<file path="src/rtl/image_rotate_nearest_defines.svh">
// ----------------------------------------------------------------------------
// image_rotate_nearest assertion macros
// Shared helpers for the concurrent checks at the end of the top level.
// ----------------------------------------------------------------------------
`ifndef IMAGE_ROTATE_NEAREST_DEFINES_SVH
`define IMAGE_ROTATE_NEAREST_DEFINES_SVH

// When ante holds at a clock edge, cons must follow (cons may carry a delay).
`define IRN_ASSERT_IMPL(lbl, ante, cons, msg) \
  lbl: assert property (@(posedge clk) disable iff (!rst_n) (ante) |-> (cons)) \
    else $error(msg);

// The condition must never be seen at a clock edge.
`define IRN_ASSERT_NEVER(lbl, cond, msg) \
  lbl: assert property (@(posedge clk) disable iff (!rst_n) !(cond)) \
    else $error(msg);

`endif

</file>
<file path="src/rtl/irn_pkg.sv">
// ----------------------------------------------------------------------------
// irn_pkg
// Types and fixed constants of the nearest-neighbor image rotator.
// ----------------------------------------------------------------------------
`default_nettype none

package irn_pkg;

  localparam int PIX_W      = 24;
  localparam int CFG_IDX_W  = 3;
  localparam int CFG_DATA_W = 16;
  localparam int DR_W       = 11;
  localparam int TRIG_W     = 16;
  localparam int PROD_W     = DR_W + TRIG_W;

  localparam logic MODE_LOAD = 1'b0;
  localparam logic MODE_REQ  = 1'b1;

  localparam logic [CFG_IDX_W-1:0] CFG_OLD_HEIGHT = 3'd0;
  localparam logic [CFG_IDX_W-1:0] CFG_OLD_WIDTH  = 3'd1;
  localparam logic [CFG_IDX_W-1:0] CFG_NEW_HEIGHT = 3'd2;
  localparam logic [CFG_IDX_W-1:0] CFG_NEW_WIDTH  = 3'd3;
  localparam logic [CFG_IDX_W-1:0] CFG_COS_Q      = 3'd4;
  localparam logic [CFG_IDX_W-1:0] CFG_SIN_Q      = 3'd5;

  typedef struct packed {
    logic       mode;
    logic [9:0] row;
    logic [9:0] col;
    logic [7:0] in_blue;
    logic [7:0] in_green;
    logic [7:0] in_red;
  } irn_in_t;

  typedef struct packed {
    logic [7:0] out_blue;
    logic [7:0] out_green;
    logic [7:0] out_red;
    logic       inside_res;
  } irn_out_t;

  typedef struct packed {
    logic [9:0]               old_height;
    logic [9:0]               old_width;
    logic [10:0]              new_height;
    logic [10:0]              new_width;
    logic signed [TRIG_W-1:0] cos_q;
    logic signed [TRIG_W-1:0] sin_q;
  } irn_cfg_t;

  // Per-beat control that leaves the address pipeline.
  typedef struct packed {
    logic req;
    logic wr;
    logic hit;
  } irn_ctl_t;

  localparam irn_cfg_t CFG_RESET = '{
    old_height: 10'd512,
    old_width:  10'd512,
    new_height: 11'd512,
    new_width:  11'd512,
    cos_q:      16'sd16384,
    sin_q:      16'sd0
  };

endpackage

`default_nettype wire

</file>
<file path="src/rtl/irn_map.sv">
// ----------------------------------------------------------------------------
// irn_map
// Four-stage address pipeline: center offsets, rotation products, sums,
// then truncation toward zero and the bounds check that yields the index;
// load beats keep their own row and column as the index.
`default_nettype none

module irn_map import irn_pkg::*; #(
  parameter int MAX_SRC_ROWS   = 512,
  parameter int MAX_SRC_COLS   = 512,
  parameter int TRIG_FRAC_BITS = 14,
  localparam int RW = $clog2(MAX_SRC_ROWS),
  localparam int CW = $clog2(MAX_SRC_COLS)
) (
  input  wire logic          clk,
  input  wire logic          rst_n,
  input  wire logic          accept,
  input  wire irn_in_t       in_data,
  input  wire irn_cfg_t      cfg,
  output irn_ctl_t           ctl_o,
  output logic [RW-1:0]      x_idx_o,
  output logic [CW-1:0]      y_idx_o,
  output logic [PIX_W-1:0]   pix_o
);

  localparam int F    = TRIG_FRAC_BITS;
  localparam int SW   = ((PROD_W > F + 9) ? PROD_W : F + 9) + 2;
  localparam int FW   = SW - F;
  localparam int XW   = (FW > RW + 1) ? FW : RW + 1;
  localparam int YW   = (FW > CW + 1) ? FW : CW + 1;
  localparam int LRW  = (RW + 1 > 10) ? RW + 1 : 10;
  localparam int LCW  = (CW + 1 > 10) ? CW + 1 : 10;

  // Stage 0: accepted beat, offsets from the output center.
  logic                    req0_r, wr0_r;
  logic [RW-1:0]           ri0_r;
  logic [CW-1:0]           ci0_r;
  logic [PIX_W-1:0]        pix0_r;
  logic signed [DR_W-1:0]  dr0_r, dc0_r;

  logic [LRW-1:0]          row_ext;
  logic [LCW-1:0]          col_ext;
  logic                    ld_ok;
  logic signed [DR_W-1:0]  dr_nxt, dc_nxt;

  always_comb begin
    row_ext = LRW'(in_data.row);
    col_ext = LCW'(in_data.col);
    ld_ok   = (row_ext < LRW'(MAX_SRC_ROWS)) && (col_ext < LCW'(MAX_SRC_COLS));
    dr_nxt  = signed'({1'b0, in_data.row}) - signed'({1'b0, cfg.new_height[10:1]});
    dc_nxt  = signed'({1'b0, in_data.col}) - signed'({1'b0, cfg.new_width[10:1]});
  end

  always_ff @(posedge clk) begin
    if (!rst_n) begin
      req0_r <= 1'b0;
      wr0_r  <= 1'b0;
    end else begin
      req0_r <= accept && (in_data.mode == MODE_REQ);
      wr0_r  <= accept && (in_data.mode == MODE_LOAD) && ld_ok;
    end
  end

  always_ff @(posedge clk) begin
    ri0_r  <= row_ext[RW-1:0];
    ci0_r  <= col_ext[CW-1:0];
    pix0_r <= {in_data.in_red, in_data.in_green, in_data.in_blue};
    dr0_r  <= dr_nxt;
    dc0_r  <= dc_nxt;
  end

  // Stage 1: the four rotation products.
  logic                     req1_r, wr1_r;
  logic [RW-1:0]            ri1_r;
  logic [CW-1:0]            ci1_r;
  logic [PIX_W-1:0]         pix1_r;
  logic signed [PROD_W-1:0] prc1_r, pcs1_r, pcc1_r, prs1_r;

  always_ff @(posedge clk) begin
    if (!rst_n) begin
      req1_r <= 1'b0;
      wr1_r  <= 1'b0;
    end else begin
      req1_r <= req0_r;
      wr1_r  <= wr0_r;
    end
  end

  always_ff @(posedge clk) begin
    ri1_r  <= ri0_r;
    ci1_r  <= ci0_r;
    pix1_r <= pix0_r;
    prc1_r <= PROD_W'(dr0_r) * PROD_W'(cfg.cos_q);
    pcs1_r <= PROD_W'(dc0_r) * PROD_W'(cfg.sin_q);
    pcc1_r <= PROD_W'(dc0_r) * PROD_W'(cfg.cos_q);
    prs1_r <= PROD_W'(dr0_r) * PROD_W'(cfg.sin_q);
  end

  // Stage 2: source coordinates in fixed point, source center added.
  logic                 req2_r, wr2_r;
  logic [RW-1:0]        ri2_r;
  logic [CW-1:0]        ci2_r;
  logic [PIX_W-1:0]     pix2_r;
  logic signed [SW-1:0] sx2_r, sy2_r;
  logic signed [SW-1:0] sx_nxt, sy_nxt, cx, cy;

  always_comb begin
    cx = {{(SW-F-9){1'b0}}, cfg.old_height[9:1], {F{1'b0}}};
    cy = {{(SW-F-9){1'b0}}, cfg.old_width[9:1], {F{1'b0}}};
    sx_nxt = {{(SW-PROD_W){prc1_r[PROD_W-1]}}, prc1_r}
           - {{(SW-PROD_W){pcs1_r[PROD_W-1]}}, pcs1_r} + cx;
    sy_nxt = {{(SW-PROD_W){pcc1_r[PROD_W-1]}}, pcc1_r}
           + {{(SW-PROD_W){prs1_r[PROD_W-1]}}, prs1_r} + cy;
  end

  always_ff @(posedge clk) begin
    if (!rst_n) begin
      req2_r <= 1'b0;
      wr2_r  <= 1'b0;
    end else begin
      req2_r <= req1_r;
      wr2_r  <= wr1_r;
    end
  end

  always_ff @(posedge clk) begin
    ri2_r  <= ri1_r;
    ci2_r  <= ci1_r;
    pix2_r <= pix1_r;
    sx2_r  <= sx_nxt;
    sy2_r  <= sy_nxt;
  end

  // Stage 3: truncate toward zero and check the bounds. A negative sum
  // truncates to zero only when its floor is minus one with a nonzero
  // fraction; any other negative sum lands outside.
  logic          xneg, yneg, xnear0, ynear0, xin, yin;
  logic [FW-1:0] xv, yv;
  logic [XW-1:0] xe;
  logic [YW-1:0] ye;
  irn_ctl_t      ctl3_r;
  logic [RW-1:0] xi3_r;
  logic [CW-1:0] yi3_r;
  logic [PIX_W-1:0] pix3_r;

  always_comb begin
    xneg   = sx2_r[SW-1];
    yneg   = sy2_r[SW-1];
    xnear0 = xneg && (&sx2_r[SW-1:F]) && (|sx2_r[F-1:0]);
    ynear0 = yneg && (&sy2_r[SW-1:F]) && (|sy2_r[F-1:0]);
    xv     = xneg ? '0 : sx2_r[SW-1:F];
    yv     = yneg ? '0 : sy2_r[SW-1:F];
    xe     = XW'(xv);
    ye     = YW'(yv);
    xin    = (!xneg || xnear0) && (xe < XW'(cfg.old_height))
             && (xe < XW'(MAX_SRC_ROWS));
    yin    = (!yneg || ynear0) && (ye < YW'(cfg.old_width))
             && (ye < YW'(MAX_SRC_COLS));
  end

  always_ff @(posedge clk) begin
    if (!rst_n) begin
      ctl3_r <= '0;
    end else begin
      ctl3_r.req <= req2_r;
      ctl3_r.wr  <= wr2_r;
      ctl3_r.hit <= xin && yin;
    end
  end

  always_ff @(posedge clk) begin
    xi3_r  <= wr2_r ? ri2_r : xe[RW-1:0];
    yi3_r  <= wr2_r ? ci2_r : ye[CW-1:0];
    pix3_r <= pix2_r;
  end

  assign ctl_o   = ctl3_r;
  assign x_idx_o = xi3_r;
  assign y_idx_o = yi3_r;
  assign pix_o   = pix3_r;

endmodule

`default_nettype wire

</file>
<file path="config.mk">
export PLATFORM = sky130hd
export DESIGN_NAME = irn_map
export DESIGN_NICKNAME = d
export VERILOG_FILES = /design/src/rtl/image_rotate_nearest_defines.svh /design/src/rtl/irn_pkg.sv /design/src/rtl/irn_map.sv
export SDC_FILE = /design/constraint.sdc
export NUM_CORES = 2
export LEC_CHECK = 0
export BUFFER_PORTS_ARGS = -buffer_cell sky130_fd_sc_hd__buf_2
export CAP_MARGIN = 20
export CORE_MARGIN = 4
export CORE_UTILIZATION = 44
export DETAILED_ROUTE_END_ITERATION = 10
export GPL_TIMING_DRIVEN = 0
export PLACE_DENSITY_LB_ADDON = 0.3
export SETUP_SLACK_MARGIN = 0.3
export SLEW_MARGIN = 20
export SYNTH_ARGS = -nofsm -noshare
export SYNTH_HDL_FRONTEND = slang
export SYNTH_SLANG_ARGS = --single-unit
</file>
<file path="constraint.sdc">
create_clock -name clk -period 7.44 [get_ports clk]
set_input_delay 0 -clock clk [delete_from_list [all_inputs] [get_ports clk]]
set_output_delay 0 -clock clk [all_outputs]
set_load 0.02 [all_outputs]
</file>
# Word level (Yosys, flattened, before mapping)

Cells that the tools add are included.

$add $sub $neg: 6
Multiply operators: 4
Div/mod/pow operators: 0
$lt $le $gt $ge: 6
Eq/ne operators: 0
Shift operators: 0
Muxes and demuxes: 4
Bitwise operators: 1
Reduce and logical (&&, ||, !) cells: 21

Operators with widths:

| cell                                                                    | count |
|---|---|
| 11-bit by 16-bit multiplier with 27-bit output                          | 4 |
| 28-bit by 24-bit adder with 29-bit output                               | 2 |
| 15-bit AND reduction                                                    | 2 |
| 27-bit by 27-bit adder with 28-bit output                               | 1 |
| 14-bit by 10-bit < comparator with 1-bit output                         | 2 |
| 14-bit by 10-bit < comparator with 1-bit output (second input constant) | 2 |
| 14-bit two-way mux                                                      | 2 |
| 14-bit OR reduction                                                     | 2 |
| 27-bit by 27-bit subtractor with 28-bit output                          | 1 |
| 10-bit by 10-bit subtractor with 11-bit output                          | 2 |
| 10-bit < comparator (second input constant)                             | 2 |
| 9-bit two-way mux                                                       | 2 |
| 1-bit logical AND                                                       | 13 |
| 1-bit zero test                                                         | 2 |
| 1-bit logical OR                                                        | 2 |
| 1-bit NOT                                                               | 1 |

Flip-flop bits (word level): 365
Latch bits: 0
Memory bits (writable): 0
Bits in read-only memories: 0
Bits of input ports: 122
Output and inout port bits: 45
Word-level logic and storage cells: 71
Memories kept: 0

# Longest topological paths before layout

Word-level depth: 7
Depth in mapped cells: 22
Depth with buffers taken out: 20

# Worst setup path before layout

OpenSTA, ideal clock, no wires.

Path kind: register -> register
From: register dr0_r[2]
To: register prc1_r[25]
Setup time: 79 ps
Arrival time: 5258 ps
Required time: 7361 ps
Slack: 2103 ps
Stages on the path, launching flop included: 20
Buffers on the path: 1
Period minus slack after synthesis: 5337 ps
Cell sequence: dfxtp_1 clkbuf_1 nand2_1 fa_1 fa_1 inv_1 fa_1 fa_1 inv_1 fa_1 inv_1 ha_1 a21oi_1 o21ai_1 or3_1 a41oi_2 nor3_2 o31ai_4 or4b_1 o211ai_1

Cells in the longest elaborated chain, start to end: 1

RTL lines:

| element                                        | RTL line      | source |
|---|---|---|
| start: declaration                             | irn_map.sv:39 | `logic signed [DR_W-1:0] dr0_r, dc0_r;` |
| start signal: assignment                       | irn_map.sv:68 | `dr0_r <= dr_nxt;` |
| 11-bit by 16-bit multiplier with 27-bit output | irn_map.sv:93 | `prc1_r <= PROD_W'(dr0_r) * PROD_W'(cfg.cos_q);` |
| end signal: assignment                         | irn_map.sv:93 |  |
| end: declaration                               | irn_map.sv:77 | `logic signed [PROD_W-1:0] prc1_r, pcs1_r, pcc1_r, prs1_r;` |

No other way between the ends.
A chain may end at the register's enable or synchronous reset.

# Final worst setup path

From: register dr0_r[10]
To: register prs1_r[26]

Cells in the longest elaborated chain, start to end: 1

RTL lines:

| element                                        | RTL line      | source |
|---|---|---|
| 11-bit by 16-bit multiplier with 27-bit output | irn_map.sv:96 | `prs1_r <= PROD_W'(dr0_r) * PROD_W'(cfg.sin_q);` |
| end signal: assignment                         | irn_map.sv:96 |  |
| end: declaration                               | irn_map.sv:77 |  |

No other way between the ends.

==> results.cfg <==
[worst_setup_path]
cpMostUsedCell = fa_1
ff2ff_path_depth = 19
cp_max_fo = 11
crit_buf_inv = 4
worstSetupPathType = flop to flop
cp_data_required_time_ns = 7.89
slowest_delay_ns = 0.82
cp-end-kind = flop
path_delay_family = adder cells
path_cells = clkinvlp_4 -> clkbuf_2 -> nor2_1 -> fa_1 -> fa_1 -> fa_1 -> fa_1 -> inv_1 -> fa_1 -> inv_1 -> ha_1 -> nand2_1 -> nor2_1 -> o21ai_0 -> a31oi_1 -> o311ai_1 -> a21oi_1 -> nor4_1 -> a311oi_1
timing.rr.end = prs1_r[26]
slowest_stage = dfxtp_1
startpoint_type = flop
worst_ep_arrival_time_ns = 7.33
r2r-start = dr0_r[10]
r2r_setup_slack_ns = 0.57

[drt]
ant_nets = 0
met1_length_microns = 41700
drc = 0
drtIter0Drc = 1984
finalWirelength_microns = 102000
vias = 27900
dr.pass1.iters = 5
wl_met3_microns = 8970
routed_via_density = 5.06
routedWlPerCell_microns = 18.5
top_layer = met5
wl_met2_microns = 46200

[synthesis]
syn_area_per_cell_sq_um = 9.51
synthArstFlopShare_pct = 0
syn_inst = 4029
ys_ff_latch = 365
ys_warn_count = 0
synth_edf_count = 0
synth_cell_types = 75
synth_nets = 5177
synthesis.area_sq_um = 38300
synth_top_flop_cell = dfxtp_1
yosysSeqAreaShare_pct = 19.1

[floorplan]
die_w_microns = 303
rows = 107
dieArea_sq_um = 91900
core-area_sq_um = 85800
ios = 167
die_h_microns = 303
initial_utilization_pct = 44.7

[timing]
finalCritPeriodShare_pct = 92.4
setup_viol = 0
worst_slack_ns = 0.565
final.min_clock_period_ns = 6.87
fmax_mhz = 145
worstMarginPinSlew_ns = 1.11
slew-limit-headroom_pct = 25.7
tns_ns = 0
skew_ns = 0.0192
final_hold_viol_count = 0
slew_violations = 0
rsz0062_at_grt = false

[layout]
drive_gt1_share_pct = 6.42
area_delta_synth_final_pct = 12.1
final_cell_mix = inv_1 (881), fa_1 (670), nand2_1 (426), dfxtp_1 (364), ha_1 (356)
final_common_cell = inv_1
num-fill-cells = 7964
final_nets = 5463

[min_path]
min_path_cells = 4
hold_end = sy2_r[16]
hold_class = input port to flop
min_from = cfg[57]

[job]
maxCapViolations = 0

[global_route]
grt_overflow = 0
grt_pass1_wl_microns = 159000
grt_max_degree = 17
grt_pass1_vias = 28700
track_usage_pct = 22.7
antenna_found_initial = 20

[clock_network]
clkTransAtPathRegs_ns = 0.06
clk_latency_ns = 0.58
htreeDepth = 2
numCtsBuffers = 42
cts-root-buf = clkbuf_16
post_cts_buffers = 0
cts_sinks = 365
cts_tree = built
cts_buffer_depth = 3

[placement]
gp_congestion = 0.948
dp_slack_ns = 0.331
place_hpwl_microns = 84900
port_buffers = 164

[outcome]
outcome = complete, no violations
## synth_stat cells (25+ instances only)
master	n	area [sq um]
inv_1	881	3310
fa_1	670	13400
nand2_1	426	1600
dfxtp_1	365	7310
ha_1	356	4450
and2_1	296	1850
nor2_1	136	510
clkbuf_1	131	492
a21oi_1	123	616
xnor2_1	120	1050
o21ai_0	62	310
nor2b_1	37	231
a21o_1	36	270
xor2_1	35	307
nand2b_1	30	188
o21a_1	25	188
## registers in the layout, indices dropped and copies added, names as in the netlist, 11 cells and up
name and count:
sx2_r 29, pix2_r 24, pix0_r 24, pcs1_r 27, pix1_r 24, pix_o 24, pcc1_r 27, dr0_r 11
dc0_r 11, sy2_r 29, prs1_r 27, prc1_r 27
## logic make-up (layout without fill, tap and decap cells)
group           Yosys count  in the layout  share of synthesized area (%)
buf+inv                1017           1336                           9.96
xor+xnor                155            155                           3.54
simple gates           1045           1045                           13.3
fa+ha+maj              1026           1026                           46.6
mux                      19             19                          0.548
compound gates          402            402                           6.96
other cells               0             10                              0
flops                   365            365                           19.1
## area by class of cell
| cell class | instances | area, sq um | area share (%) |
|---|---|---|---|
| Clock buffer | 47 | 1080 | 2.51 |
| Buffer | 134 | 505 | 1.18 |
| Multi-Input combinational cell | 2647 | 27200 | 63.3 |
| Inverter | 883 | 3320 | 7.73 |
| Tap cell | 1144 | 1430 | 3.33 |
| Clock inverter | 30 | 489 | 1.14 |
| Timing Repair Buffer | 242 | 1610 | 3.74 |
| Antenna cell | 10 | 25.0 | 0.0582 |
| Sequential cell | 365 | 7310 | 17.0 |
## metrics by stage
step	hold slack, ns	cell area [sq um]	std cells	utilization (%)
2_1_floorplan	0.0277	38300	4029	-
3_3_place_gp	0.103	40600	5337	47.3
3_5_place_dp	0.104	40600	5338	47.3
4_1_cts	0.0220	42900	5492	50.0
5_1_grt	0.0431	42900	5492	50.0
6_report	0.0356	43000	5502	50.1
## worst max path at each step
stage | from | endpoint | slack (ns) | cells after the start
after floorplan | dr0_r[2] | prc1_r[25] | 2.10 | 19
after global placement | dc0_r[10] | pcc1_r[24] | 0.30 | 18
after detailed placement | dc0_r[10] | pcc1_r[24] | 0.33 | 18
after CTS | dr0_r[10] | prs1_r[26] | 0.45 | 19
after global routing | dc0_r[9] | pcc1_r[24] | 0.46 | 19
final | dr0_r[10] | prs1_r[26] | 0.57 | 19
## tightest hold or removal path, stage by stage
cell     delay (ns)
buf_2          0.12
fa_1           0.17
ha_1           0.18
xnor2_1        0.09
## routing by layer
| layer | vias to the layer above | GRT usage [%] |
|---|---|---|
| met5 | - | 0 |
| met4 | 8 | 9.88 |
| met3 | 208 | 5.08 |
| met2 | 931 | 36.1 |
| met1 | 13900 | 30.0 |
| li1 | 12800 | - |
## timing repair
| item | in CTS | in global routing |
|---|---|---|
| endpoints found under the setup margin | 1 | 4 |
| hold buffers | 77 | 0 |
| endpoints found under the hold margin | 72 | 0 |
| pin swaps | 0 | 0 |
| resized for setup | 1 | 4 |
Power is not shown: default switching activity piles up to over one toggle a cycle in this logic, so the estimate is an artifact.
